**src/design/bmpt_fifo.sv**
```systemverilog
`default_nettype none
// ----------------------------------------------------------------------------
// bmpt_fifo
// Small register FIFO with occupancy count.
// ----------------------------------------------------------------------------
module bmpt_fifo #(
  parameter int  WIDTH = 8,
  parameter int  DEPTH = 4,
  localparam int PTR_W = (DEPTH > 1) ? $clog2(DEPTH) : 1,
  localparam int CNT_W = $clog2(DEPTH + 1)
) (
  input  logic             clk,
  input  logic             rst_n,
  input  logic             push_i,
  input  logic [WIDTH-1:0] data_i,
  input  logic             pop_i,
  output logic [WIDTH-1:0] data_o,
  output logic             empty_o,
  output logic             full_o,
  output logic [CNT_W-1:0] count_o
);

  localparam logic [PTR_W-1:0] PTR_LAST = PTR_W'(DEPTH - 1);

  logic [WIDTH-1:0] store_r [DEPTH];
  logic [PTR_W-1:0] head_r, head_nxt;
  logic [PTR_W-1:0] tail_r, tail_nxt;
  logic [CNT_W-1:0] count_r, count_nxt;
  logic             do_push, do_pop;

  assign do_push = push_i && !full_o;
  assign do_pop  = pop_i && !empty_o;
  assign data_o  = store_r[head_r];
  assign empty_o = (count_r == '0);
  assign full_o  = (count_r == CNT_W'(DEPTH));
  assign count_o = count_r;

  always_comb begin
    head_nxt  = head_r;
    tail_nxt  = tail_r;
    count_nxt = count_r;
    if (do_push) begin
      tail_nxt = (tail_r == PTR_LAST) ? '0 : tail_r + 1'b1;
    end
    if (do_pop) begin
      head_nxt = (head_r == PTR_LAST) ? '0 : head_r + 1'b1;
    end
    if (do_push && !do_pop) begin
      count_nxt = count_r + 1'b1;
    end else if (do_pop && !do_push) begin
      count_nxt = count_r - 1'b1;
    end
  end

  always_ff @(posedge clk) begin
    if (!rst_n) begin
      head_r  <= '0;
      tail_r  <= '0;
      count_r <= '0;
    end else begin
      head_r  <= head_nxt;
      tail_r  <= tail_nxt;
      count_r <= count_nxt;
    end
  end

  always_ff @(posedge clk) begin
    if (do_push) begin
      store_r[tail_r] <= data_i;
    end
  end

endmodule
`default_nettype wire

```
**config.mk**
```make
export PLATFORM = sky130hd
export DESIGN_NAME = bmpt_fifo
export DESIGN_NICKNAME = d
export VERILOG_FILES = /design/src/design/bmpt_fifo.sv
export SDC_FILE = /design/constraint.sdc
export NUM_CORES = 1
export LEC_CHECK = 0
export ABC_AREA = 1
export CAP_MARGIN = 15
export CORE_MARGIN = 2
export CORE_UTILIZATION = 61
export CTS_CLUSTER_SIZE = 40
export DETAILED_ROUTE_END_ITERATION = 12
export DONT_BUFFER_PORTS = 1
export GPL_TIMING_DRIVEN = 0
export PLACE_DENSITY = 0.77
export SYNTH_ARGS = -nofsm -noshare
export SYNTH_HDL_FRONTEND = slang
export SYNTH_SLANG_ARGS = --single-unit
```
**constraint.sdc**
```tcl
create_clock -name clk -period 1.9 [get_ports clk]
set_input_delay 0.095 -clock clk [delete_from_list [all_inputs] [get_ports clk]]
set_output_delay 0.095 -clock clk [all_outputs]
set_load 0.02 [all_outputs]
```
## After elaboration in Yosys (flattened, before gate mapping)

Memories as Yosys holds them, arrays and structs flattened. A register that Yosys moved wholly into a read port is not among the register bits.
Index checks and enable logic that the tools add are counted.

| word-level totals | value |
|---|---|
| bits in registers | 7 |
| memory bits (writable) | 32 |
| bits of input ports | 12 |
| output and inout bits | 13 |
| memories | 1 |

| cells by class | value |
|---|---|
| add/subtract/negate cells | 4 |
| eq/ne operators | 3 |
| muxes and demuxes | 8 |
| reduce and logical (&&, ||, !) cells | 10 |

Memory list:

| name | depth | width | rd ports | clocked after Yosys merged registers in | write ports | line | source |
|---|---|---|---|---|---|---|---|
| store_r | 4 | 8 | 1 | 1 | 1 | 25 | `logic [WIDTH-1:0] store_r [DEPTH];` |

Operators with widths:

| cell | count |
|---|---|
| 2-bit two-way mux | 4 |
| 3-bit two-way mux | 2 |
| 2-bit by 1-bit adder with 2-bit output, second input constant | 2 |
| 2-bit == test, second input constant | 2 |
| 1-bit logical AND | 4 |
| 1-bit logical NOT | 4 |
| 3-bit by 1-bit adder with 3-bit output, second input constant | 1 |
| 3-bit == test, second input constant | 1 |
| 3-bit logical NOT | 1 |
| 3-bit by 1-bit subtractor with 3-bit output, second input constant | 1 |
| 1-bit two-way mux | 2 |
| 2-bit nonzero test | 1 |

## Longest topological paths before layout

| logic depth | value |
|---|---|
| depth in word-level cells | 7 |
| mapped depth | 13 |

## Worst setup path after synthesis

No wires, ideal clock.

| timing | value |
|---|---|
| path kind | register to register |
| from | register count_r[1], in the netlist count_o[1] |
| to | register count_r[2], in the netlist count_o[2] |
| arrival | 1.709 ns |
| required time | 1.790 ns |
| slack | 0.082 ns |
| cell stages (with the launch flop) | 14 |
| buffers on the path | 0 |
| period minus slack after synthesis | 1.818 ns |
| cell sequence | dfxtp_1 > nor2_1 > nand2_1 > nand2_2 > inv_1 > ha_1 > inv_1 > fa_1 > inv_1 > nand2_1 > nand3_1 > nand2_1 > inv_1 > nor2_1 |

| between the ends | value |
|---|---|
| cells in the longest elaborated chain, start to end | 6 |

Ends and longest elaborated chain:

| what | line | source |
|---|---|---|
| start, declared | 28 | `logic [CNT_W-1:0] count_r, count_nxt;` |
| start signal, assigned | 63 | `count_r <= count_nxt;` |
| 3-bit == test (*) | 35 | `assign full_o = (count_r == CNT_W'(DEPTH));` |
| 1-bit logical NOT (*) | 31 | `assign do_push = push_i && !full_o;` |
| 1-bit logical AND (*) | 31 |  |
| named net do_push | 29 | `logic do_push, do_pop;` |
| 1-bit logical NOT | 50 | `end else if (do_pop && !do_push) begin` |
| 1-bit logical AND | 50 |  |
| 2-bit nonzero test (no line) | n/a |  |

The timed path passes the listed nets; every way through them passes the cells marked *. The select of a mux whose other input is x is not followed.
A chain may end at the register's enable or synchronous reset.

## Worst setup path after layout

| timing | value |
|---|---|
| from | register count_r[1], in the netlist count_o[1] |
| to | register count_r[1], in the netlist count_o[1] |

RTL lines:

| what | line | source |
|---|---|---|
| 3-bit == test | 35 |  |
| 1-bit logical NOT | 31 |  |
| 1-bit logical AND | 31 |  |
| named net do_push | 29 |  |
| 1-bit logical AND | 48 | `if (do_push && !do_pop) begin` |
| 3-bit two-way mux | 48 |  |
| named net count_nxt[1] | 28 |  |

The timed path passes the listed nets, and every way through them passes these cells. The select of a mux whose other input is x is not followed.

==> qor.yml <==
detailed_routing:
  post_drt_wl_per_cell_um: 15.2
  routed.top_layer: "met4"
  drt_iter0_markers: 29
  vias_per_cell: 5.52
  m1WireLength_mm: 1.16
  routed_wirelength_mm: 3.03
  drc: 0
  wl_met3_um: 179
  first_pass_iters: 5
  ant_nets: 0
  wl_met2_mm: 1.62
  vias: 1098
sta:
  timing.slew.headroom_pct: 43.4
  max_freq_ghz: 0.554
  post-route-period-util_pct: 95.0
  tightestPinTransition_ps: 845
  hold_viol: 0
  rsz0062_at_grt: "no"
  fin_ws_ps: 95.1
  finClkSkew_ps: 6.34
  final_max_slew_viol_count: 0
  setup_viol: 0
  holdWs_ps: 79.9
  fin_crit_ps: 1800
  fin_setup_tns_ps: 0
cts:
  cts_tree: "built"
  root_buffer: "clkbuf_4"
  htree_num_levels: 2
  clockBufferDepth: 2
  cts_made_buffers: 5
  clock_sinks: 41
  clock_latency_ps: 340
  path_clk_slew_ps: 110
yosys:
  synth_most_common_cell: "nor2_1"
  muxShareOfSynthArea_pct: 0
  synth-compound-area-share_pct: 9.53
  synthTopCellsByArea: "edfxtp_1 (57%), dfxtp_1 (11%), nor2_1 (7.3%), ha_1 (4.4%), o21ai_0 (4.1%)"
  yosys.area.top_type_share_pct: 56.8
  synthCells: 148
  yosys.area.top_type: "edfxtp_1"
  syn_nets: 167
  ys.flop_type: "edfxtp_1"
  synth_top_family_by_area: "simple AND/OR/NAND/NOR gates"
  ys_async_sr_fraction_pct: 0
  syn_area_um2: 1690
  synth_seq_area_share_pct: 67.4
  synthSimpleGateAreaFrac_pct: 11.9
  synth-adder-area-share_pct: 5.62
  synth_xor_area_share_pct: 0
  avgSynthCellArea_um2: 11.4
  ys_warn_count: 0
  ys_types: 18
  synthTopCellsByCount: "nor2_1 (33), edfxtp_1 (32), inv_1 (18), nand2_1 (14), o21ai_0 (14)"
  ys_ff_latch: 41
  synth_edf_count: 32
placement:
  globalplace.congestion: 0.710
  dp_slack_ps: -154
  post-dp-hpwl_mm: 2.02
  port-buffer-count: 0
outcome:
  outcome: "complete, no violations"
critical_path:
  max_stage_delay_ps: 430
  critical_path_class: "reg -> reg"
  worst_ep_required_time_ps: 2140
  cp_cell_sequence: "nor2_2 -> nand2_2 -> nand2_2 -> inv_1 -> ha_1 -> inv_1 -> fa_2 -> o21ai_1 -> nor2_1"
  cp.arrival_ps: 2040
  path_max_fanout: 4
  cpMaxStageDelayCell: "fa_2"
  start_kind: "flop"
  reg2reg_slack_ps: 100
  crit_buf_inv: 2
  path_delay_family: "adder cells"
  end_kind: "flop"
floorplanning:
  die_height_um: 56.7
  die-area_um2: 3210
  die_x_um: 56.7
  initial_core_util_pct: 63.0
  num_rows: 19
  coreArea_um2: 2690
  pin_count: 25
power:
  pwr_density_cell_nw_per_um2: 1390
  ir_worst_vdd_mv: 1.08
  power.leakage_nw: 0.757
final_layout:
  area_growth_pct: 14.9
  nets: 186
  drive_gt1_share_pct: 13.7
  diodes: 0
flow_run:
  maxCapViolCount: 0
global_routing:
  grt_pass1_wl_mm: 4.85
  antenna_found_initial: 0
  grt_pass1_vias: 1120
  grt_start_max_net_pins: 13
  grt_use_total_pct: 20.9
  gr-total-overflow: 0
worst_hold_path:
  hold_class: "in -> reg"
==> cell type report <==
type                            count  area (um2)
Tap cell                           31        38.8
Timing Repair Buffer               12         115
Inverter                           19        71.3
Fill cell                         206         741
Sequential cell                    41        1150
Multi-Input combinational cell     86         468
Clock buffer                        8        80.1
Buffer                              2        22.5
==> per-layer routing <==
metal,up-vias,track usage (%)
li1,545,-
met1,511,21.5
met2,36,37.2
met3,6,5.99
met4,0,12.2
met5,-,0
==> placed cells by master, fill, tap and decap left out, types with 2 or more instances in the layout <==
cell           instances
nand2_2                3
o21ai_0               13
dfxtp_1                6
buf_6                  2
a21oi_1                2
o21ai_1                2
ha_1                   6
dlygate4sd3_1         10
edfxtp_1              32
clkbuf_4               5
buf_4                  2
o21ai_2                3
dfxtp_4                2
nor2_1                32
inv_1                 18
o22ai_1                8
nand2_1               12
==> power by group <==
part / total [mW] / switching [mW] / internal [mW]
Combinational: 0.903 / 0.617 / 0.286
Clock: 0.516 / 0.254 / 0.262
Sequential: 1.29 / 0.155 / 1.13
==> cells by family (layout without fill, tap and decap cells) <==
logic type	count (synthesis)	count (layout)
compound gates	28	28
simple gates	51	51
flops	41	41
fa+ha+maj	7	7
buf+inv	21	41
==> state kept, by name (all words and copies together) (netlist names), named ones only <==
register,cells
count_o,3
store_r,32
tail_r,2
head_r,2
==> worst paths after layout <==
kind	start	cells after the start	to
min reg2reg	head_r[1]$_SDFFE_PN0P_	4	head_r[1]$_SDFFE_PN0P_
max reg2reg	count_o[1]$_SDFFE_PN0P_	9	count_o[1]$_SDFFE_PN0P_
min	pop_i	5	head_r[0]$_SDFFE_PN0P_
max	count_o[1]$_SDFFE_PN0P_	9	count_o[1]$_SDFFE_PN0P_
==> what timing repair did <==
| item | CTS | global route |
|---|---|---|
| hold buffers | 10 | 0 |
| hold endpoints to repair | 41 | 0 |
| setup endpoints to repair | 18 | 34 |
| resized for setup | 3 | 7 |
| pin swaps | 1 | 1 |
| buffers inserted | 1 | 1 |
==> tightest hold or removal path, delay by kind of cell <==
family                 cells  cell delay, ps
AND/OR/NAND/NOR            4             180
buffers and inverters      1             110
==> metrics by stage <==
| stage | utilization (%) | area, um2 | power (mW) | instances |
|---|---|---|---|---|
| after CTS | 71.6 | 1920 | 2.67 | 198 |
| after detailed placement | 64.5 | 1730 | 2.12 | 179 |
| after floorplan | - | 1690 | 1.94 | 148 |
| after global routing | 72.4 | 1950 | 2.87 | 199 |
| after global placement | 64.5 | 1730 | 2.07 | 179 |
| final | 72.4 | 1950 | 2.71 | 199 |
No activity file was read; power rests on OpenSTA's default activity.
