$ cat src/design/bmpt_pkg.sv
`default_nettype none
// ----------------------------------------------------------------------------
// bmpt_pkg
// Shared types and constants of the bitmap threshold blit unit.
// ----------------------------------------------------------------------------
package bmpt_pkg;

  localparam int SCREEN_WIDTH_DEFAULT  = 84;
  localparam int SCREEN_HEIGHT_DEFAULT = 48;

  // frame buffer address field, wide enough for the largest screen
  localparam int BUF_ADDR_W = 13;
  localparam int COL_W      = 9;
  localparam int CFG_ADDR_W = 5;
  localparam int CFG_DATA_W = 32;

  localparam int OPQ_DEPTH  = 4;
  localparam int OUTQ_DEPTH = 4;

  localparam logic [3:0] THR_MAX     = 4'd14;
  localparam logic [7:0] MASK_TOP    = 8'h80;
  localparam logic [7:0] MASK_BOTTOM = 8'h01;

  typedef enum logic [1:0] {
    CMD_START = 2'd0,
    CMD_DATA  = 2'd1,
    CMD_READ  = 2'd2
  } cmd_t;

  typedef enum logic [1:0] {
    ST_OK      = 2'd0,
    ST_REJECT  = 2'd1,
    ST_DISCARD = 2'd2
  } status_t;

  typedef enum logic [1:0] {
    OP_RESULT = 2'd0,
    OP_PIXEL  = 2'd1,
    OP_READ   = 2'd2
  } op_kind_t;

  typedef enum logic [2:0] {
    REG_IMAGE_X      = 3'd0,
    REG_IMAGE_Y      = 3'd1,
    REG_IMAGE_WIDTH  = 3'd2,
    REG_IMAGE_HEIGHT = 3'd3,
    REG_THRESHOLD    = 3'd4
  } reg_idx_t;

  typedef struct packed {
    logic [6:0] image_x;
    logic [5:0] image_y;
    logic [7:0] image_width;
    logic [7:0] image_height;
    logic [3:0] pixel_threshold;
  } cfg_t;

  typedef struct packed {
    op_kind_t              kind;
    status_t               status;
    logic                  done;
    logic                  wr0;
    logic                  wr1;
    logic                  set0;
    logic                  set1;
    logic [7:0]            mask;
    logic [BUF_ADDR_W-1:0] addr0;
    logic [BUF_ADDR_W-1:0] addr1;
  } op_t;

  typedef struct packed {
    logic [7:0] read_data;
    status_t    status;
    logic       image_done;
  } res_t;

endpackage
`default_nettype wire

$ cat src/design/bmpt_front.sv
`default_nettype none
// ----------------------------------------------------------------------------
// bmpt_front
// Command decode and blit walker: clip check, row and page stepping,
// pixel thresholding and buffer address generation.
// ----------------------------------------------------------------------------
module bmpt_front #(
  parameter int SCREEN_WIDTH  = 84,
  parameter int SCREEN_HEIGHT = 48
) (
  input  logic          clk,
  input  logic          rst_n,
  input  bmpt_pkg::cfg_t cfg_i,
  input  logic          accept_i,
  input  logic [1:0]    command_i,
  input  logic [7:0]    data_byte_i,
  input  logic [8:0]    buffer_index_i,
  output bmpt_pkg::op_t op_o
);

  import bmpt_pkg::*;

  localparam int BUF_BYTES = SCREEN_WIDTH * SCREEN_HEIGHT / 8;
  localparam int IDX_W     = $clog2(7 * SCREEN_WIDTH + (1 << COL_W) + 1);

  logic [COL_W-1:0] col_r, col_nxt;
  logic [2:0]       page_r, page_nxt;
  logic [7:0]       mask_r, mask_nxt;
  logic [6:0]       bytes_r, bytes_nxt;
  logic [1:0]       pad_r, pad_nxt;
  logic [7:0]       rows_r, rows_nxt;
  logic             active_r, active_nxt;

  logic [8:0]       xw_sum;
  logic [7:0]       y_plus;
  logic             reject;
  logic [3:0]       thr;
  logic [COL_W-1:0] col1;
  logic [IDX_W-1:0] base, idx0, idx1;
  logic             wr0, wr1;
  logic [6:0]       half_w;
  logic [6:0]       bytes_dec;
  logic [7:0]       rows_dec;

  assign xw_sum = {2'b00, cfg_i.image_x} + {1'b0, cfg_i.image_width};
  assign y_plus = {2'b00, cfg_i.image_y} + 8'd1;
  assign reject = (cfg_i.image_height == 8'd0) || cfg_i.image_width[0] ||
                  (int'(xw_sum) > SCREEN_WIDTH) || (y_plus < cfg_i.image_height) ||
                  (int'(cfg_i.image_y) >= SCREEN_HEIGHT);
  assign thr    = (cfg_i.pixel_threshold > THR_MAX) ? THR_MAX : cfg_i.pixel_threshold;
  assign half_w = cfg_i.image_width[7:1];

  assign col1 = col_r + 1'b1;
  assign base = IDX_W'(page_r) * IDX_W'(SCREEN_WIDTH);
  assign idx0 = base + IDX_W'(col_r);
  assign idx1 = base + IDX_W'(col1);
  assign wr0  = (int'(col_r) < SCREEN_WIDTH) && (int'(idx0) < BUF_BYTES);
  assign wr1  = (int'(col1) < SCREEN_WIDTH) && (int'(idx1) < BUF_BYTES);

  assign bytes_dec = (bytes_r != 7'd0) ? bytes_r - 1'b1 : 7'd0;
  assign rows_dec  = (rows_r != 8'd0) ? rows_r - 1'b1 : 8'd0;

  always_comb begin
    col_nxt    = col_r;
    page_nxt   = page_r;
    mask_nxt   = mask_r;
    bytes_nxt  = bytes_r;
    pad_nxt    = pad_r;
    rows_nxt   = rows_r;
    active_nxt = active_r;
    op_o        = '0;
    op_o.kind   = OP_RESULT;
    op_o.status = ST_OK;
    case (cmd_t'(command_i))
      CMD_START: begin
        if (reject) begin
          op_o.status = ST_REJECT;
          active_nxt  = 1'b0;
        end else begin
          page_nxt   = cfg_i.image_y[5:3];
          mask_nxt   = MASK_BOTTOM << cfg_i.image_y[2:0];
          col_nxt    = COL_W'(cfg_i.image_x);
          bytes_nxt  = half_w;
          rows_nxt   = cfg_i.image_height;
          pad_nxt    = 2'd0;
          active_nxt = (cfg_i.image_width != 8'd0);
        end
      end
      CMD_DATA: begin
        if (!active_r) begin
          op_o.status = ST_DISCARD;
        end else if (pad_r != 2'd0) begin
          pad_nxt = pad_r - 1'b1;
        end else begin
          op_o.kind  = OP_PIXEL;
          op_o.wr0   = wr0;
          op_o.wr1   = wr1;
          op_o.set0  = (data_byte_i[7:4] > thr);
          op_o.set1  = (data_byte_i[3:0] > thr);
          op_o.mask  = mask_r;
          op_o.addr0 = BUF_ADDR_W'(idx0);
          op_o.addr1 = BUF_ADDR_W'(idx1);
          col_nxt    = col_r + COL_W'(2);
          bytes_nxt  = bytes_dec;
          if (bytes_dec == 7'd0) begin
            rows_nxt = rows_dec;
            if (rows_dec == 8'd0) begin
              active_nxt = 1'b0;
              op_o.done  = 1'b1;
            end else begin
              if (mask_r > MASK_BOTTOM) begin
                mask_nxt = mask_r >> 1;
              end else begin
                mask_nxt = MASK_TOP;
                page_nxt = (page_r == 3'd0) ? 3'd0 : page_r - 1'b1;
              end
              col_nxt   = COL_W'(cfg_i.image_x);
              bytes_nxt = half_w;
              pad_nxt   = 2'd0 - half_w[1:0];
              if (half_w == 7'd0) begin
                active_nxt = 1'b0;
                op_o.done  = 1'b1;
              end
            end
          end
        end
      end
      CMD_READ: begin
        if (int'(buffer_index_i) < BUF_BYTES) begin
          op_o.kind  = OP_READ;
          op_o.addr0 = BUF_ADDR_W'(buffer_index_i);
        end else begin
          op_o.status = ST_DISCARD;
        end
      end
      default: begin
        op_o.status = ST_DISCARD;
      end
    endcase
  end

  always_ff @(posedge clk) begin
    if (!rst_n) begin
      col_r    <= '0;
      page_r   <= '0;
      mask_r   <= MASK_BOTTOM;
      bytes_r  <= '0;
      pad_r    <= '0;
      rows_r   <= '0;
      active_r <= 1'b0;
    end else if (accept_i) begin
      col_r    <= col_nxt;
      page_r   <= page_nxt;
      mask_r   <= mask_nxt;
      bytes_r  <= bytes_nxt;
      pad_r    <= pad_nxt;
      rows_r   <= rows_nxt;
      active_r <= active_nxt;
    end
  end

endmodule
`default_nettype wire

$ cat config.mk
export PLATFORM = sky130hd
export DESIGN_NAME = bmpt_front
export DESIGN_NICKNAME = d
export VERILOG_FILES = /design/src/design/bmpt_pkg.sv /design/src/design/bmpt_front.sv
export SDC_FILE = /design/constraint.sdc
export NUM_CORES = 1
export LEC_CHECK = 0
export BUFFER_PORTS_ARGS = -buffer_cell sky130_fd_sc_hd__buf_2
export CAP_MARGIN = 20
export CORE_MARGIN = 2
export CORE_UTILIZATION = 51
export CTS_CLUSTER_DIAMETER = 50
export DETAILED_ROUTE_END_ITERATION = 8
export GPL_TIMING_DRIVEN = 0
export PLACE_DENSITY = 0.81
export RECOVER_POWER = 100
export SYNTH_ARGS = -nofsm -noshare
export SYNTH_HDL_FRONTEND = slang
export SYNTH_SLANG_ARGS = --single-unit
$ cat constraint.sdc
create_clock -name clk -period 2.8 [get_ports clk]
set_input_delay 0.14 -clock clk [delete_from_list [all_inputs] [get_ports clk]]
set_output_delay 0.14 -clock clk [all_outputs]
set_load 0.005 [all_outputs]
Word level (Yosys, flattened, before mapping)
Cells that the tools add are included.
Word-level totals
  flip-flop bits (word level): 38
  word-level logic and storage cells: 130
  input port bits: 55
  output and inout bits: 43
Cells by class
  $mul: 1
  equal/unequal tests: 10
  add/subtract/negate cells: 11
  reductions and logical operators: 23
  $lt $le $gt $ge: 12
  muxes and demuxes: 65
  shifts and indexed selects: 1
Operator list (count)
  $mux 8: 11
  $mux 39: 2
  $mux 9: 6
  $mux 7: 6
  $pmux 8 s2: 2
  $mux 13: 2
  $pmux 13 s2: 1
  $add 10x9->11: 2
  $lt 11x9->1 const B: 2
  $mux 3: 7
  $lt 9x7->1 const B: 2
  $pmux 9 s2: 1
  $logic_not 8->1: 2
  $mux 2: 8
  $reduce_bool 8->1: 2
  $logic_not 7->1: 2
  $pmux 7 s2: 1
  $mux 1: 12
  $ne 2x2->1 const B: 6
  $reduce_and 6->1: 2
  $add 7x8->9: 1
  $add 9x1->9 const B: 1
  $add 9x2->9 const B: 1
  $gt 9x7->1 const B: 1
  other kinds (32): 40

Longest topological paths before layout
  depth after elaboration: 8
  gate-level depth with buffers: 12
  gate-level depth less buffers: 11

Worst setup path after synthesis
No wires, ideal clock.
  path type: reg-to-output
  start point: register col_r[2]
  end point: output port op_o[36] (netlist name)
  slack: 28 ps
  buffers on the path: 0
  data required time: 2660 ps
  data arrival time: 2632 ps
  stages on the path, launching flop included: 12
  cell sequence: dfxtp_1 ha_1 nand2_1 xnor2_1 ha_1 a21o_1 a21oi_1 o211ai_1 xnor2_1 or4_1 mux2i_1 a2111oi_0
RTL lines
  start: declaration: line bmpt_front.sv:26  | logic [COL_W-1:0] col_r, col_nxt;
  start signal: assignment: line bmpt_front.sv:152  | col_r <= col_nxt;
  end: declaration: line bmpt_front.sv:18  | output bmpt_pkg::op_t op_o

==> flow_metrics.py <==
metrics = {
    "drt": {
        "totalWireLength_um": 16700,
        "drc": 0,
        "wire_per_inst_um": 19.63,
        "drt_first_iter_violations": 605,
        "vias": 5465,
        "avgViaCountPerCell": 6.422,
        "drtAntennaViolNets": 0,
        "drt_pass1_iterations": 5,
    },
    "critical_path": {
        "startpoint_type": "flop",
        "critPathArrivalTime_ps": 3100,
        "crit_start": "col_r[1]",
        "crit_path_end_kind": "output pin",
        "cpPeakStageDelay_ps": 560,
        "cp_slowest_cell": "or4_4",
        "crit_top_cell": "ha_4",
        "ff2ff_setup_slack_ps": 100,
        "required_ps": 2660,
        "critPathKind": "flop to output pin",
        "rr_startpoint": "rows_r[0]",
        "worstPathCellList": "ha_4 > nand2_4 > xnor2_4 > ha_4 > a21o_1 > a21oi_2 > o211ai_1 > xnor2_1 > or4_4 > mux2i_1 > a2111oi_1 > buf_2",
        "cp_max_fo": 4,
    },
    "clock_network": {
        "cts.clk_slew.worst_paths_ps": 90,
        "tritoncts": "yes",
        "clock-sinks": 38,
        "clock_path_buffers": 2,
        "clk_latency_ps": 310,
        "numCtsBuffers": 5,
        "cts_root_buffer": "clkbuf_8",
        "cts.htree.levels": 2,
    },
    "sta": {
        "fin_skew_ps": 9.632,
        "tightest_slew_ps": 748.3,
        "rsz0062_at_grt": "true",
        "final-setup-viol-count": 4,
        "hold_viol_final": 0,
        "period_share_pct": 115.9,
        "maxSlewViolCount": 0,
        "max_freq_mhz": 308.2,
        "tns_ps": -1032,
        "min_period_ps": 3244,
        "maxSlewHeadroom_pct": 49.84,
        "finalWorstSetupSlack_ps": -444.2,
    },
    "power": {
        "power.internal_w": 0.0009608,
        "finalPower_w": 0.001412,
        "p_leak_nw": 2.852,
        "clock_power_share_pct": 34.6,
        "powerDensity_nw_per_um2": 231.7,
        "power_frac_comb_pct": 27.6,
        "switching_share_pct": 31.96,
        "ir_worst_vdd_v": 0.0002829,
        "seqPwrFrac_pct": 37.9,
        "p_sw_w": 0.0004513,
    },
    "floorplan": {
        "start_util_pct": 51.84,
        "fp.coreArea_um2": 9109,
        "die_area_um2": 10050,
        "core.rowCount": 35,
        "num_io_pins": 98,
        "die_h_um": 100.2,
        "die_x_um": 100.2,
    },
    "logic_synthesis": {
        "synthCells": 611,
        "synth_edf_count": 0,
        "syn_area_per_cell_um2": 7.728,
        "synth_top_flop_cell": "dfxtp_1",
        "netlist_area_um2": 4722,
        "yosysSeqAreaShare_pct": 16.11,
        "yosys.area.top_type_share_pct": 16.11,
        "synthArstFlopShare_pct": 0,
        "synth_top_area_cell": "dfxtp_1",
        "synth-seq-cells": 38,
        "ys_top_cells_by_area": "dfxtp_1 (16%), ha_1 (15%), nand2_1 (5.2%), a21oi_1 (4.8%), nor2_1 (3.8%)",
        "yosys_warnings": 0,
        "ys_types": 77,
    },
    "global_route": {
        "grt_pass1_wl_um": 25140,
        "grt.overflow.total": 0,
        "grt_max_degree": 12,
        "grt_use_total_pct": 31.00,
        "grt_pass1_vias": 5194,
        "antenna_found_initial": 0,
    },
    "place": {
        "portBuffers": 93,
        "dpl.hpwl_um": 11550,
        "place_congestion": 0.9415,
        "place_area_um2": 5343,
    },
    "min_path": {
        "hold_start": "cfg_i[19]",
        "hold_class": "input port to flop",
    },
    "final_layout": {
        "nets": 853,
        "final_area_um2": 6095,
        "drive_above_1_share_pct": 30.54,
        "antenna_cells": 0,
        "syn2layout_area_growth_pct": 29.07,
    },
    "status": {
        "violations": "setup timing",
        "status": "complete, but fails checks",
    },
    "run": {
        "cap_violations": 0,
    },
}
==> synth_stat cells, drive strengths merged (8+ instances only) <==
cell and n:
and2 17, inv 45, xnor2 15, nor3 17, o21ai 25, mux2i 16
buf 9, ha 56, dfxtp 38, xor2 8, nand3 22, nor2 49
nand2b 9, o211ai 11, o32ai 11, a21oi 45, a211oi 9, a21o 8
clkbuf 14, a22o 12, nand2 66
==> final cells by class <==
class / instances / area (µm²)
repair buffers: 118 / 651.9
plain buffers: 25 / 200.2
inverters: 45 / 168.9
flip-flops and latches: 38 / 789.5
well taps: 111 / 138.9
fillers: 713 / 3014
clock inverters: 1 / 30.03
multi-input cells: 506 / 4039
clock buffers: 7 / 76.32
==> critical path: cells and delay by family (launching register included) <==
kind	cells	cell delay [ps]
flops	1	400
mux	1	170
simple gates	2	640
compound gates	4	620
fa+ha+maj	2	430
xor+xnor	2	410
buf+inv	1	140
==> state kept, by name, summed over array words and instances, names as in the netlist <==
name,count
bytes_r,7
col_r,9
rows_r,8
mask_r,8
page_r,3
pad_r,2
active_r,1
==> cells by family (layout without fill, tap and decap cells) <==
family | after synthesis | count (layout) | synth area share [%]
xor+xnor | 23 | 23 | 4.266
buf+inv | 70 | 196 | 7.737
mux | 20 | 20 | 4.345
flops | 38 | 38 | 16.11
simple gates | 223 | 223 | 23.79
compound gates | 177 | 177 | 27.56
other cells | 1 | 4 | 0.07942
fa+ha+maj | 59 | 59 | 16.11
==> layer usage <==
metal | vias up | track usage (%) | wire length (µm)
met1 | 2551 | 36.97 | 6537
li1 | 2492 | - | -
met5 | - | 0 | 0
met4 | 0 | 15.49 | 798
met3 | 83 | 5.153 | 1299
met2 | 339 | 53.69 | 8065
==> final timing paths <==
kind,end,cells past startpoint
hold / removal,bytes_r[6],3
setup / recovery,op_o[36],12
setup reg to reg,col_r[3],10
hold reg to reg,mask_r[4],2
==> stage by stage <==
| stage | hold slack, ps | utilization, % | setup slack, ps | instances |
|---|---|---|---|---|
| after floorplan | 278.8 | - | 27.76 | 614 |
| after global routing | 144.1 | 66.91 | -549.4 | 851 |
| after global placement | 417.5 | 58.60 | -500.2 | 818 |
| after CTS | 119.7 | 64.29 | -249.6 | 840 |
| final | 115.7 | 66.91 | -444.2 | 851 |
| after detailed placement | 442.6 | 58.65 | -544.7 | 819 |
==> what timing repair did <==
item                                    in CTS  in global routing
pin swaps                                   22                 22
setup buffers                               13                 11
endpoints found under the setup margin      41                 37
hold buffers                                 0                  0
gates resized for setup                     64                 31
==> power by group through the flow <==
stage / logic (W) / registers, W / clock network (W)
after floorplan: 0.000222 / 0.000554 / 0
after detailed placement: 0.000349 / 0.000554 / 0
after CTS: 0.000357 / 0.000535 / 0.000485
after global routing: 0.000422 / 0.000535 / 0.000514
after global placement: 0.000335 / 0.000554 / 0
final: 0.000390 / 0.000535 / 0.000488
==> layout by cell type (no fill, tap or decap), types with 7 or more instances in the layout <==
master     n
buf_4     27
a21oi_1   34
dfxtp_4    7
nor3_1    15
a21o_1     8
clkbuf_1  14
and2_1    13
clkbuf_8  10
a211oi_1   7
xnor2_1   10
ha_1      44
a31oi_1    7
dfxtp_1   29
a21oi_2    9
nand2_1   63
inv_1     45
nor2_1    47
nand2b_1   9
ha_4      11
nand3_1   21
buf_2     91
o211ai_1  11
a22o_1    12
o21ai_0   19
mux2i_1   16
Power figures use the tool's default switching activity.
