==> config.mk <==
export PLATFORM = sky130hd
export DESIGN_NAME = bmpt_back_flat
export DESIGN_NICKNAME = d
export VERILOG_FILES = /design/src/design/bmpt_pkg.sv /design/src/design/bmpt_if.sv /design/src/design/bmpt_ram.sv /design/src/design/bmpt_fifo.sv /design/src/design/bmpt_back.sv /design/src/flat_wrapper.sv
export SDC_FILE = /design/constraint.sdc
export NUM_CORES = 2
export LEC_CHECK = 0
export ABC_CLOCK_PERIOD_IN_PS = 47400
export BUFFER_PORTS_ARGS = -buffer_cell sky130_fd_sc_hd__buf_2
export CAP_MARGIN = 20
export CORE_MARGIN = 2
export CORE_UTILIZATION = 35
export DETAILED_ROUTE_END_ITERATION = 10
export PLACE_DENSITY = 0.48
export SETUP_SLACK_MARGIN = 0.15
export SLEW_MARGIN = 25
export SYNTH_ARGS = -nofsm -noshare
export SYNTH_HDL_FRONTEND = slang
export SYNTH_SLANG_ARGS = --single-unit
==> constraint.sdc <==
create_clock -name clk -period 47.4 [get_ports clk]
set_clock_uncertainty 0.05 [all_clocks]
set_input_delay 7.11 -clock clk [delete_from_list [all_inputs] [get_ports clk]]
set_output_delay 7.11 -clock clk [all_outputs]
set_load 0.05 [all_outputs]
==> src/design/bmpt_pkg.sv <==
`default_nettype none
// ----------------------------------------------------------------------------
// bmpt_pkg
// Shared types and constants of the bitmap threshold blit unit.
// ----------------------------------------------------------------------------
package bmpt_pkg;

  localparam int SCREEN_WIDTH_DEFAULT  = 84;
  localparam int SCREEN_HEIGHT_DEFAULT = 48;

  // frame buffer address field, wide enough for the largest screen
  localparam int BUF_ADDR_W = 13;
  localparam int COL_W      = 9;
  localparam int CFG_ADDR_W = 5;
  localparam int CFG_DATA_W = 32;

  localparam int OPQ_DEPTH  = 4;
  localparam int OUTQ_DEPTH = 4;

  localparam logic [3:0] THR_MAX     = 4'd14;
  localparam logic [7:0] MASK_TOP    = 8'h80;
  localparam logic [7:0] MASK_BOTTOM = 8'h01;

  typedef enum logic [1:0] {
    CMD_START = 2'd0,
    CMD_DATA  = 2'd1,
    CMD_READ  = 2'd2
  } cmd_t;

  typedef enum logic [1:0] {
    ST_OK      = 2'd0,
    ST_REJECT  = 2'd1,
    ST_DISCARD = 2'd2
  } status_t;

  typedef enum logic [1:0] {
    OP_RESULT = 2'd0,
    OP_PIXEL  = 2'd1,
    OP_READ   = 2'd2
  } op_kind_t;

  typedef enum logic [2:0] {
    REG_IMAGE_X      = 3'd0,
    REG_IMAGE_Y      = 3'd1,
    REG_IMAGE_WIDTH  = 3'd2,
    REG_IMAGE_HEIGHT = 3'd3,
    REG_THRESHOLD    = 3'd4
  } reg_idx_t;

  typedef struct packed {
    logic [6:0] image_x;
    logic [5:0] image_y;
    logic [7:0] image_width;
    logic [7:0] image_height;
    logic [3:0] pixel_threshold;
  } cfg_t;

  typedef struct packed {
    op_kind_t              kind;
    status_t               status;
    logic                  done;
    logic                  wr0;
    logic                  wr1;
    logic                  set0;
    logic                  set1;
    logic [7:0]            mask;
    logic [BUF_ADDR_W-1:0] addr0;
    logic [BUF_ADDR_W-1:0] addr1;
  } op_t;

  typedef struct packed {
    logic [7:0] read_data;
    status_t    status;
    logic       image_done;
  } res_t;

endpackage
`default_nettype wire

==> src/design/bmpt_if.sv <==
`default_nettype none


interface bmpt_out_if;
  logic       valid;
  logic       ready;
  logic [7:0] read_data;
  logic [1:0] status;
  logic       image_done;

  modport source(output valid, read_data, status, image_done, input ready);
  modport sink(input valid, read_data, status, image_done, output ready);
endinterface
`default_nettype wire

==> src/design/bmpt_ram.sv <==
`default_nettype none
// ----------------------------------------------------------------------------
// bmpt_ram
// Generic RAM, one write port and one read port, registered read data.
// ----------------------------------------------------------------------------
module bmpt_ram #(
  parameter int  WIDTH  = 8,
  parameter int  DEPTH  = 504,
  localparam int ADDR_W = (DEPTH > 1) ? $clog2(DEPTH) : 1
) (
  input  logic              clk,
  input  logic              we_i,
  input  logic [ADDR_W-1:0] waddr_i,
  input  logic [WIDTH-1:0]  wdata_i,
  input  logic [ADDR_W-1:0] raddr_i,
  output logic [WIDTH-1:0]  rdata_o
);

  logic [WIDTH-1:0] mem [DEPTH];

  always_ff @(posedge clk) begin
    if (we_i) begin
      mem[waddr_i] <= wdata_i;
    end
    rdata_o <= mem[raddr_i];
  end

endmodule
`default_nettype wire

==> src/design/bmpt_fifo.sv <==
`default_nettype none
// ----------------------------------------------------------------------------
// bmpt_fifo
// Small register FIFO with occupancy count.
// ----------------------------------------------------------------------------
module bmpt_fifo #(
  parameter int  WIDTH = 8,
  parameter int  DEPTH = 4,
  localparam int PTR_W = (DEPTH > 1) ? $clog2(DEPTH) : 1,
  localparam int CNT_W = $clog2(DEPTH + 1)
) (
  input  logic             clk,
  input  logic             rst_n,
  input  logic             push_i,
  input  logic [WIDTH-1:0] data_i,
  input  logic             pop_i,
  output logic [WIDTH-1:0] data_o,
  output logic             empty_o,
  output logic             full_o,
  output logic [CNT_W-1:0] count_o
);

  localparam logic [PTR_W-1:0] PTR_LAST = PTR_W'(DEPTH - 1);

  logic [WIDTH-1:0] store_r [DEPTH];
  logic [PTR_W-1:0] head_r, head_nxt;
  logic [PTR_W-1:0] tail_r, tail_nxt;
  logic [CNT_W-1:0] count_r, count_nxt;
  logic             do_push, do_pop;

  assign do_push = push_i && !full_o;
  assign do_pop  = pop_i && !empty_o;
  assign data_o  = store_r[head_r];
  assign empty_o = (count_r == '0);
  assign full_o  = (count_r == CNT_W'(DEPTH));
  assign count_o = count_r;

  always_comb begin
    head_nxt  = head_r;
    tail_nxt  = tail_r;
    count_nxt = count_r;
    if (do_push) begin
      tail_nxt = (tail_r == PTR_LAST) ? '0 : tail_r + 1'b1;
    end
    if (do_pop) begin
      head_nxt = (head_r == PTR_LAST) ? '0 : head_r + 1'b1;
    end
    if (do_push && !do_pop) begin
      count_nxt = count_r + 1'b1;
    end else if (do_pop && !do_push) begin
      count_nxt = count_r - 1'b1;
    end
  end

  always_ff @(posedge clk) begin
    if (!rst_n) begin
      head_r  <= '0;
      tail_r  <= '0;
      count_r <= '0;
    end else begin
      head_r  <= head_nxt;
      tail_r  <= tail_nxt;
      count_r <= count_nxt;
    end
  end

  always_ff @(posedge clk) begin
    if (do_push) begin
      store_r[tail_r] <= data_i;
    end
  end

endmodule
`default_nettype wire

==> src/design/bmpt_back.sv <==
`default_nettype none
// ----------------------------------------------------------------------------
// bmpt_back
// Frame buffer engine: clearing sweep, per-pixel read-modify-write with
// write bypass, buffer reads and the result queue.
// ----------------------------------------------------------------------------
module bmpt_back #(
  parameter int SCREEN_WIDTH  = 84,
  parameter int SCREEN_HEIGHT = 48
) (
  input  logic           clk,
  input  logic           rst_n,
  input  bmpt_pkg::op_t  head_i,
  input  logic           head_valid_i,
  output logic           pop_o,
  output logic           clr_busy_o,
  bmpt_out_if.source     out_ch
);

  import bmpt_pkg::*;

  localparam int BUF_BYTES = SCREEN_WIDTH * SCREEN_HEIGHT / 8;
  localparam int ADDR_W    = (BUF_BYTES > 1) ? $clog2(BUF_BYTES) : 1;
  localparam int CNT_W     = $clog2(OUTQ_DEPTH + 1);
  localparam logic [ADDR_W-1:0] ADDR_LAST = ADDR_W'(BUF_BYTES - 1);

  typedef struct packed {
    logic              rmw;
    logic              rd;
    logic              res;
    logic              set;
    logic [7:0]        mask;
    logic [ADDR_W-1:0] addr;
    status_t           status;
    logic              done;
  } uop_t;

  logic              clr_busy_r;
  logic [ADDR_W-1:0] clr_addr_r;
  logic              phase_r, phase_nxt;
  logic              ex_valid_r;
  uop_t              ex_r;
  uop_t              uop;
  logic              wb_valid_r;
  logic [ADDR_W-1:0] wb_addr_r;
  logic [7:0]        wb_data_r;

  logic              issue;
  logic              room;
  logic              ex_we;
  logic [7:0]        ram_rdata;
  logic [7:0]        data_cur;
  logic [7:0]        data_new;
  logic              ram_we;
  logic [ADDR_W-1:0] ram_waddr;
  logic [7:0]        ram_wdata;

  logic              outq_push;
  logic              outq_empty;
  logic              outq_full;
  logic [CNT_W-1:0]  outq_count;
  res_t              outq_din;
  res_t              outq_dout;

  // micro-op selection; a pixel transaction is two micro-ops
  always_comb begin
    uop        = '0;
    uop.status = head_i.status;
    uop.done   = head_i.done;
    case (head_i.kind)
      OP_PIXEL: begin
        uop.mask = head_i.mask;
        if (phase_r) begin
          uop.rmw  = head_i.wr1;
          uop.set  = head_i.set1;
          uop.addr = ADDR_W'(head_i.addr1);
          uop.res  = 1'b1;
        end else begin
          uop.rmw  = head_i.wr0;
          uop.set  = head_i.set0;
          uop.addr = ADDR_W'(head_i.addr0);
          uop.done = 1'b0;
        end
      end
      OP_READ: begin
        uop.rd   = 1'b1;
        uop.res  = 1'b1;
        uop.addr = ADDR_W'(head_i.addr0);
      end
      default: begin
        uop.res = 1'b1;
      end
    endcase
  end

  assign room  = ({1'b0, outq_count} + (CNT_W + 1)'(ex_valid_r && ex_r.res))
                 < (CNT_W + 1)'(OUTQ_DEPTH);
  assign issue = head_valid_i && !clr_busy_r && room;
  assign pop_o = issue && ((head_i.kind != OP_PIXEL) || phase_r);
  assign phase_nxt = (issue && (head_i.kind == OP_PIXEL)) ? !phase_r : phase_r;
  assign clr_busy_o = clr_busy_r;

  // bypass the write that landed in the same cycle as this read
  assign data_cur = (wb_valid_r && (wb_addr_r == ex_r.addr)) ? wb_data_r : ram_rdata;
  assign data_new = ex_r.set ? (data_cur | ex_r.mask) : (data_cur & ~ex_r.mask);
  assign ex_we    = ex_valid_r && ex_r.rmw;

  assign ram_we    = clr_busy_r || ex_we;
  assign ram_waddr = clr_busy_r ? clr_addr_r : ex_r.addr;
  assign ram_wdata = clr_busy_r ? 8'd0 : data_new;

  bmpt_ram #(
    .WIDTH(8),
    .DEPTH(BUF_BYTES)
  ) u_ram (
    .clk     (clk),
    .we_i    (ram_we),
    .waddr_i (ram_waddr),
    .wdata_i (ram_wdata),
    .raddr_i (uop.addr),
    .rdata_o (ram_rdata)
  );

  always_ff @(posedge clk) begin
    if (!rst_n) begin
      clr_busy_r <= 1'b1;
      clr_addr_r <= '0;
      phase_r    <= 1'b0;
      ex_valid_r <= 1'b0;
      wb_valid_r <= 1'b0;
    end else begin
      if (clr_busy_r) begin
        if (clr_addr_r == ADDR_LAST) begin
          clr_busy_r <= 1'b0;
        end else begin
          clr_addr_r <= clr_addr_r + 1'b1;
        end
      end
      phase_r    <= phase_nxt;
      ex_valid_r <= issue;
      wb_valid_r <= ex_we;
    end
  end

  always_ff @(posedge clk) begin
    if (issue) begin
      ex_r <= uop;
    end
    wb_addr_r <= ex_r.addr;
    wb_data_r <= data_new;
  end

  assign outq_push            = ex_valid_r && ex_r.res;
  assign outq_din.read_data   = ex_r.rd ? data_cur : 8'd0;
  assign outq_din.status      = ex_r.status;
  assign outq_din.image_done  = ex_r.done;

  bmpt_fifo #(
    .WIDTH($bits(res_t)),
    .DEPTH(OUTQ_DEPTH)
  ) u_outq (
    .clk     (clk),
    .rst_n   (rst_n),
    .push_i  (outq_push),
    .data_i  (outq_din),
    .pop_i   (out_ch.ready),
    .data_o  (outq_dout),
    .empty_o (outq_empty),
    .full_o  (outq_full),
    .count_o (outq_count)
  );

  assign out_ch.valid      = !outq_empty;
  assign out_ch.read_data  = outq_dout.read_data;
  assign out_ch.status     = outq_dout.status;
  assign out_ch.image_done = outq_dout.image_done;

  a_result_room: assert property (@(posedge clk) disable iff (!rst_n)
    outq_push |-> !outq_full)
    else $error("result pushed into a full result queue");

  a_no_issue_in_clear: assert property (@(posedge clk) disable iff (!rst_n)
    clr_busy_r |-> !issue)
    else $error("micro-op issued during buffer clear");

  a_phase_on_pixel: assert property (@(posedge clk) disable iff (!rst_n)
    phase_r |-> (head_valid_i && (head_i.kind == OP_PIXEL)))
    else $error("second pixel phase without a pixel transaction at the head");

endmodule
`default_nettype wire

==> src/flat_wrapper.sv <==
// flat-port wrapper written by rule: the top's interface ports become plain ports
module bmpt_back_flat import bmpt_pkg::*;
#(
  parameter int SCREEN_WIDTH  = 84,
  parameter int SCREEN_HEIGHT = 48
)
  (clk, rst_n, head_i, head_valid_i, pop_o, clr_busy_o, out_ch_valid, out_ch_read_data, out_ch_status, out_ch_image_done, out_ch_ready);
  bmpt_out_if out_ch_i ();
  input  logic clk;
  input  logic rst_n;
  input  bmpt_pkg::op_t head_i;
  input  logic head_valid_i;
  output logic pop_o;
  output logic clr_busy_o;
  output wire logic [$bits(out_ch_i.valid)-1:0] out_ch_valid;
  output wire logic [$bits(out_ch_i.read_data)-1:0] out_ch_read_data;
  output wire logic [$bits(out_ch_i.status)-1:0] out_ch_status;
  output wire logic [$bits(out_ch_i.image_done)-1:0] out_ch_image_done;
  input wire logic [$bits(out_ch_i.ready)-1:0] out_ch_ready;
  assign out_ch_valid = out_ch_i.valid;
  assign out_ch_read_data = out_ch_i.read_data;
  assign out_ch_status = out_ch_i.status;
  assign out_ch_image_done = out_ch_i.image_done;
  assign out_ch_i.ready = out_ch_ready;
  bmpt_back #(.SCREEN_WIDTH(SCREEN_WIDTH), .SCREEN_HEIGHT(SCREEN_HEIGHT)) u_core (.clk(clk), .rst_n(rst_n), .head_i(head_i), .head_valid_i(head_valid_i), .pop_o(pop_o), .clr_busy_o(clr_busy_o), .out_ch(out_ch_i));
endmodule
Word-level counts from Yosys, hierarchy flattened
Memories as Yosys holds them, arrays and structs flattened. A register that Yosys moved wholly into a read port is not among the register bits. Cells that the tools add are included.

Bits in registers: 61. RAM bits: 4076. Input bits: 47. Output and inout bits: 14. Logic and storage cells: 86. Memories kept: 2.

Memory list: u_core.u_ram.mem (depth 504, bits a word 8, rd ports 1, clocked after memory_dff 1, write ports 1, RTL line bmpt_ram.sv:19) `logic [WIDTH-1:0] mem [DEPTH];`; u_core.u_outq.store_r (depth 4, bits a word 11, rd ports 1, clocked after memory_dff 1, write ports 1, RTL line bmpt_fifo.sv:25) `logic [WIDTH-1:0] store_r [DEPTH];`.

Add/subtract/negate cells: 6. $lt $le $gt $ge: 1. Equal/unequal tests: 8. Multiplexer cells: 25. Bitwise operators: 4. Reductions and logical operators: 22.

Operators with widths (number): $mux 8 (4); $mux 9 (2); $pmux 9 s2 (1); $mux 1 (12); $logic_and 1x1->1 (11); $add 9x1->9 const B (1); $eq 9x9->1 (1); $eq 9x9->1 const B (1); $and 8x8->8 (1); $mux 2 (4); $not 8->8 (1); $or 8x8->8 (1); $eq 2x2->1 const B (3); $logic_not 1->1 (6); $mux 3 (2); $add 2x1->2 const B (2); $add 3x1->4 (1); $lt 4x3->1 const B (1); $add 3x1->3 const B (1); $eq 3x3->1 const B (1); $logic_not 3->1 (1); $sub 3x1->3 const B (1); $eq 2x1->1 const B (1); $logic_or 1x1->1 (2); 4 further kinds (4).

Logic depth before layout (Yosys ltp)
Depth after elaboration: 7. Mapped depth: 20. Mapped depth without buffers: 15.

Hierarchy
Synthesis repeated with hierarchy kept, for this count alone.

Cells, all modules: 7713. Area total of the unflattened synthesis: 161939.1 sq um.

By module, submodules not included: bmpt_ram (instances 1, cells an instance 7358, area an instance 157228.3 sq um); bmpt_back (instances 1, cells an instance 247, area an instance 2648.8 sq um); bmpt_fifo (instances 1, cells an instance 108, area an instance 2062.0 sq um).

Worst setup path after synthesis
Ideal clock, no wire load.

Path kind: reg2reg. Start: register u_core.ex_r[10] (netlist bit). End: memory u_core.u_ram.mem[0][0] (data pin). Setup time: 2654 ps. Arrival time: 14172 ps. Data required time: 44696 ps. Setup slack: 30525 ps. Stages on the path, launching flop included: 7. Path buffers: 0. Cells stage by stage: edfxtp_1 -> xnor2_1 -> nand4_1 -> nor3_1 -> mux2i_1 -> mux2i_1 -> nor2b_1.

Longest elaborated chain between the ends: 6. Elaborated cells between the ends (all ways): 7. Those cells by class: eq/ne: 1; mux: 3; bitwise: 2; reduce/logical: 1.

RTL lines: start, declared (RTL line bmpt_back.sv:42) `uop_t ex_r;`; start signal, assigned (RTL line bmpt_back.sv:147) `ex_r <= uop;`; $eq 9x9->1 (*) (RTL line bmpt_back.sv:104) `assign data_cur = (wb_valid_r && (wb_addr_r == ex_r.addr)) ? wb_data_r : ram_rdata;`; $logic_and 1x1->1 (*) (RTL line bmpt_back.sv:104); $mux 8 (*) (RTL line bmpt_back.sv:104); $and 8x8->8 / $or 8x8->8 (equally long branches) (RTL line bmpt_back.sv:105) `assign data_new = ex_r.set ? (data_cur | ex_r.mask) : (data_cur & ~ex_r.mask);`; $mux 8 (*) (RTL line bmpt_back.sv:105); named net u_core.data_new[0] (RTL line bmpt_back.sv:53) `logic [7:0] data_new;`; $mux 8 (*) (RTL line bmpt_back.sv:110) `assign ram_wdata = clr_busy_r ? 8'd0 : data_new;`; named net u_core.ram_wdata[0] (RTL line bmpt_back.sv:56) `logic [7:0] ram_wdata;`; end, declared (RTL line bmpt_ram.sv:19).

Mark *: on every way through the listed nets, which the timed path passes. The rest lies on a longest branch.

Worst setup path in the final report
Start: input port head_i[42] (netlist bit). End: output port pop_o.

Longest elaborated chain between the ends: 3.

RTL lines: start, declared (RTL line flat_wrapper.sv:11) `input bmpt_pkg::op_t head_i;`; $ne 2x1->1 (RTL line bmpt_back.sv:99) `assign pop_o = issue && ((head_i.kind != OP_PIXEL) || phase_r);`; $logic_or 1x1->1 (RTL line bmpt_back.sv:99); $logic_and 1x1->1 (RTL line bmpt_back.sv:99); end, declared (RTL line flat_wrapper.sv:13) `output logic pop_o;`.

Every way passes these cells.

==> impl_metrics.prom <==
# TYPE chip_impl_metric gauge
chip_impl_metric{name="placeableCoreArea",unit="um^2"} 471000
chip_impl_metric{name="worstSkewPairLatency",unit="ns"} 1.05
chip_impl_info{name="critical-path-slowest-cell",value="sky130_fd_sc_hd__nor2b_2"} 1
chip_impl_metric{name="die_h",unit="um"} 692
chip_impl_metric{name="timing.max_cap.violations",unit=""} 0
chip_impl_info{name="clockRootBuffer",value="sky130_fd_sc_hd__clkbuf_16"} 1
chip_impl_metric{name="synth.avg_cell_area",unit="um^2"} 13.7
chip_impl_metric{name="synth_compound_gate_area_share",unit="%"} 8.58
chip_impl_metric{name="area_delta_synth_final",unit="%"} 12.5
chip_impl_info{name="end_kind",value="primary output"} 1
chip_impl_metric{name="dr_pass1_iterations",unit=""} 6
chip_impl_metric{name="synth_top_area_share",unit="%"} 74.3
chip_impl_info{name="timing.critical_path.from_type",value="primary input"} 1
chip_impl_info{name="run_status",value="finished clean"} 1
chip_impl_metric{name="htree_num_levels",unit=""} 5
chip_impl_metric{name="synth-async-reset-ratio",unit="%"} 0
chip_impl_metric{name="clkSinkCount",unit=""} 4147
chip_impl_metric{name="timing_hold_violations_final",unit=""} 0
chip_impl_metric{name="preCtsSetupSlack",unit="ns"} 30.77
chip_impl_metric{name="required",unit="ns"} 40.24
chip_impl_info{name="synth_top_family_by_area",value="simple AND/OR/NAND/NOR gates"} 1
chip_impl_metric{name="critical-path-max-stage-delay",unit="ns"} 0.77
chip_impl_metric{name="ctsHoldBuffers",unit=""} 0
chip_impl_metric{name="arrival_time_at_the_worst_endpoint",unit="ns"} 9.43
chip_impl_metric{name="power_density",unit="nW/um^2"} 41.9
chip_impl_metric{name="gr_layer_usage_met1",unit="%"} 33.6
chip_impl_info{name="hold_class",value="reg2reg"} 1
chip_impl_metric{name="cts_max_path_buffers",unit=""} 4
chip_impl_metric{name="rows",unit=""} 252
chip_impl_metric{name="vdd_ir_drop_max",unit="V"} 0.0000301
chip_impl_metric{name="warnings_from_yosys",unit=""} 0
chip_impl_metric{name="met3_usage",unit="%"} 4.69
chip_impl_metric{name="synth_xor_xnor_area_share",unit="%"} 0.0952
chip_impl_metric{name="finish.net_count",unit=""} 12042
chip_impl_metric{name="period_share",unit="%"} 35.0
chip_impl_metric{name="synth-seq-area-share",unit="%"} 74.9
chip_impl_metric{name="port-buffer-count",unit=""} 52
chip_impl_metric{name="num_cts_buffers",unit=""} 440
chip_impl_metric{name="final_global_route_overflow_total",unit=""} 0
chip_impl_metric{name="synthSimpleGateAreaFrac",unit="%"} 12.0
chip_impl_info{name="timing.critical_path.cells",value="buf_2 > inv_1 > ha_1 > nor2b_2 > inv_4 > and2_1 > buf_2"} 1
chip_impl_info{name="synthTopCellsByArea",value="sky130_fd_sc_hd__edfxtp_1, sky130_fd_sc_hd__nand2_1, sky130_fd_sc_hd__nor2_1"} 1
chip_impl_metric{name="timing.max_slew.rel_slack",unit="%"} 17.4
chip_impl_metric{name="clock_pin_slew_worst_setup_and_hold_paths",unit="ns"} 0.06
chip_impl_metric{name="synth_fp_nets",unit=""} 12139
chip_impl_metric{name="post_route_cells_drive_above_1_share",unit="%"} 8.93
chip_impl_info{name="critical-path-top-delay-family",value="simple AND/OR/NAND/NOR gates"} 1
chip_impl_metric{name="post_synth_mux_area_share",unit="%"} 1.49
chip_impl_info{name="grt.busiest_layer",value="met2"} 1
chip_impl_metric{name="achievable-frequency",unit="GHz"} 0.0603
chip_impl_metric{name="num_io_pins",unit=""} 61
chip_impl_info{name="worst-setup-path-type",value="in2out"} 1
chip_impl_metric{name="global_route_wire_length_before_repair",unit="um"} 834000
chip_impl_info{name="final_cell_mix",value="sky130_fd_sc_hd__edfxtp_1, sky130_fd_sc_hd__nand2_1, sky130_fd_sc_hd__nor2_1, sky130_fd_sc_hd__o21ai_0, sky130_fd_sc_hd__nand3_1"} 1
chip_impl_metric{name="syn-cell-area",unit="um^2"} 166000
chip_impl_metric{name="critical_path.max_fanout",unit=""} 15
chip_impl_metric{name="ctsResizeCount",unit=""} 0
chip_impl_metric{name="count_of_flip_flops_with_a_built_in_enable_after_synthesis",unit=""} 4100
chip_impl_metric{name="wl_per_cell",unit="um"} 32.5
chip_impl_info{name="mostFrequentLayoutCell",value="sky130_fd_sc_hd__edfxtp_1"} 1
chip_impl_metric{name="setup_ws",unit="ns"} 30.81
chip_impl_metric{name="routed_wl",unit="um"} 606000
chip_impl_metric{name="route.antenna.remaining_nets",unit=""} 0
chip_impl_metric{name="crit_buf_inv",unit=""} 4
chip_impl_metric{name="global_route.usage.total",unit="%"} 24.4
chip_impl_info{name="crit_path_frequent_cell",value="sky130_fd_sc_hd__buf_2"} 1
chip_impl_metric{name="syn-instance-count",unit=""} 12082
chip_impl_info{name="dominant_cell_type_by_area_after_synthesis",value="sky130_fd_sc_hd__edfxtp_1"} 1
chip_impl_metric{name="postCtsSetupBuffers",unit=""} 0
chip_impl_metric{name="die_x",unit="um"} 692
chip_impl_metric{name="slew_violations",unit=""} 0
chip_impl_metric{name="floorplan.initialDensity",unit="%"} 35.2
chip_impl_metric{name="die_area",unit="um^2"} 479000
chip_impl_metric{name="leakage",unit="nW"} 56.1
chip_impl_metric{name="yosys.area_share.adder",unit="%"} 0.0801
chip_impl_metric{name="setup-violations-final",unit=""} 0
chip_impl_metric{name="drtIter0Drc",unit=""} 14857
chip_impl_metric{name="post-route-min-period",unit="ns"} 16.59
chip_impl_metric{name="detailroute.via_count",unit=""} 108895
chip_impl_info{name="tritoncts",value="built"} 1
chip_impl_metric{name="remaining_drc_errors",unit=""} 0
chip_impl_info{name="yosys_most_used_dff",value="sky130_fd_sc_hd__edfxtp_1"} 1
chip_impl_metric{name="synth_seq_cells",unit=""} 4147
chip_impl_info{name="rsz0062_at_grt",value="no"} 1
chip_impl_metric{name="number_of_global_route_vias_before_repair",unit=""} 102711
chip_impl_metric{name="antenna_violations_before_repair",unit=""} 59
chip_impl_metric{name="routed_via_density",unit=""} 5.85
chip_impl_metric{name="fin_setup_tns",unit="ns"} 0
chip_impl_metric{name="grt_max_degree",unit=""} 197
chip_impl_metric{name="ys_types",unit=""} 89
chip_impl_metric{name="slew_at_the_pin_closest_to_its_max_slew_limit",unit="ns"} 1.24
chip_impl_metric{name="gp_congestion",unit=""} 0.848
chip_impl_metric{name="gr_util_met2",unit="%"} 38.2
chip_impl_metric{name="dp_hpwl",unit="um"} 354000
[stage by stage]
stage,instances,total power [mW],cell area [um^2],util (%),hold slack (ns)
3_5_place_dp,17764,4.51,172000,36.6,0.379
3_3_place_gp,17764,4.51,172000,36.6,0.373
5_1_grt,18585,8.00,186000,39.5,0.424
2_1_floorplan,12082,4.28,166000,-,0.357
4_1_cts,18577,7.84,186000,39.5,0.402
6_report,18620,7.81,186000,39.6,0.400
[registers in the layout, indices dropped and copies added (netlist names), 3 cells and up, named ones only]
name and cells:
u_core.u_ram.mem 4032, u_core.u_outq.store_r 44, u_core.ex_r 24, u_core.clr_addr_r 9, u_core.wb_addr_r 9, u_core.u_ram.rdata_o 8, u_core.wb_data_r 8, u_core.u_outq.count_o 3
[synthesized netlist by cell type, types with 51 or more instances]
master,n
sky130_fd_sc_hd__clkbuf_1,265
sky130_fd_sc_hd__o22ai_1,198
sky130_fd_sc_hd__nand4_1,183
sky130_fd_sc_hd__o221ai_1,51
sky130_fd_sc_hd__edfxtp_1,4100
sky130_fd_sc_hd__nor3_1,479
sky130_fd_sc_hd__a221oi_1,53
sky130_fd_sc_hd__or3_1,127
sky130_fd_sc_hd__a32oi_1,236
sky130_fd_sc_hd__nor2_1,1034
sky130_fd_sc_hd__buf_4,125
sky130_fd_sc_hd__a31oi_1,202
sky130_fd_sc_hd__nand3_1,484
sky130_fd_sc_hd__o211ai_1,80
sky130_fd_sc_hd__and3_1,150
sky130_fd_sc_hd__a21oi_1,267
sky130_fd_sc_hd__nand2_1,1990
sky130_fd_sc_hd__a311oi_1,85
sky130_fd_sc_hd__mux2i_1,220
sky130_fd_sc_hd__buf_2,453
sky130_fd_sc_hd__o21ai_0,719
[layer usage]
layer  up-vias  share of wire (%)
met5         -              0.013
met4        14                4.2
met3       994                9.1
met2      5840                 46
met1     56149                 41
li1      45898                  -
[kinds of logic after synthesis]
family                     Yosys count
and+or+nand+nor                   4558
DFF                               4147
AOI/OAI and AO/OA                 2181
buffers and inverters              935
muxes                              233
xor gates and xnor gates            18
adders and majority gates           10
[area by class of cell]
type	instances	area (um^2)
Fill cell	43856	285000
Sequential cell	4147	124000
Multi-Input combinational cell	7000	37300
Clock buffer	549	11600
Tap cell	6223	7790
Timing Repair Buffer	375	3050
Clock inverter	264	2330
Inverter	21	131
Antenna cell	41	103
[final timing paths]
check / start / to / slack [ns] / cells past startpoint
worst max-delay path: head_i[42] / pop_o / 30.81 / 7
worst min register to register: u_core.ex_r[9] / u_core.wb_addr_r[6] / 0.40 / 0
worst min-delay path: u_core.ex_r[9] / u_core.wb_addr_r[6] / 0.40 / 0
worst max register to register: u_core.phase_r / u_core.u_ram.rdata_o[0] / 39.84 / 17
[power by group]
group	leakage (nW)	internal (mW)	switching, mW
combinational	17.2	0.0954	0.362
clock	6.79	1.90	1.47
sequential	32.1	3.97	0.00916
total	56.1	5.97	1.84
Note: power is estimated with default switching activity, not from simulation.
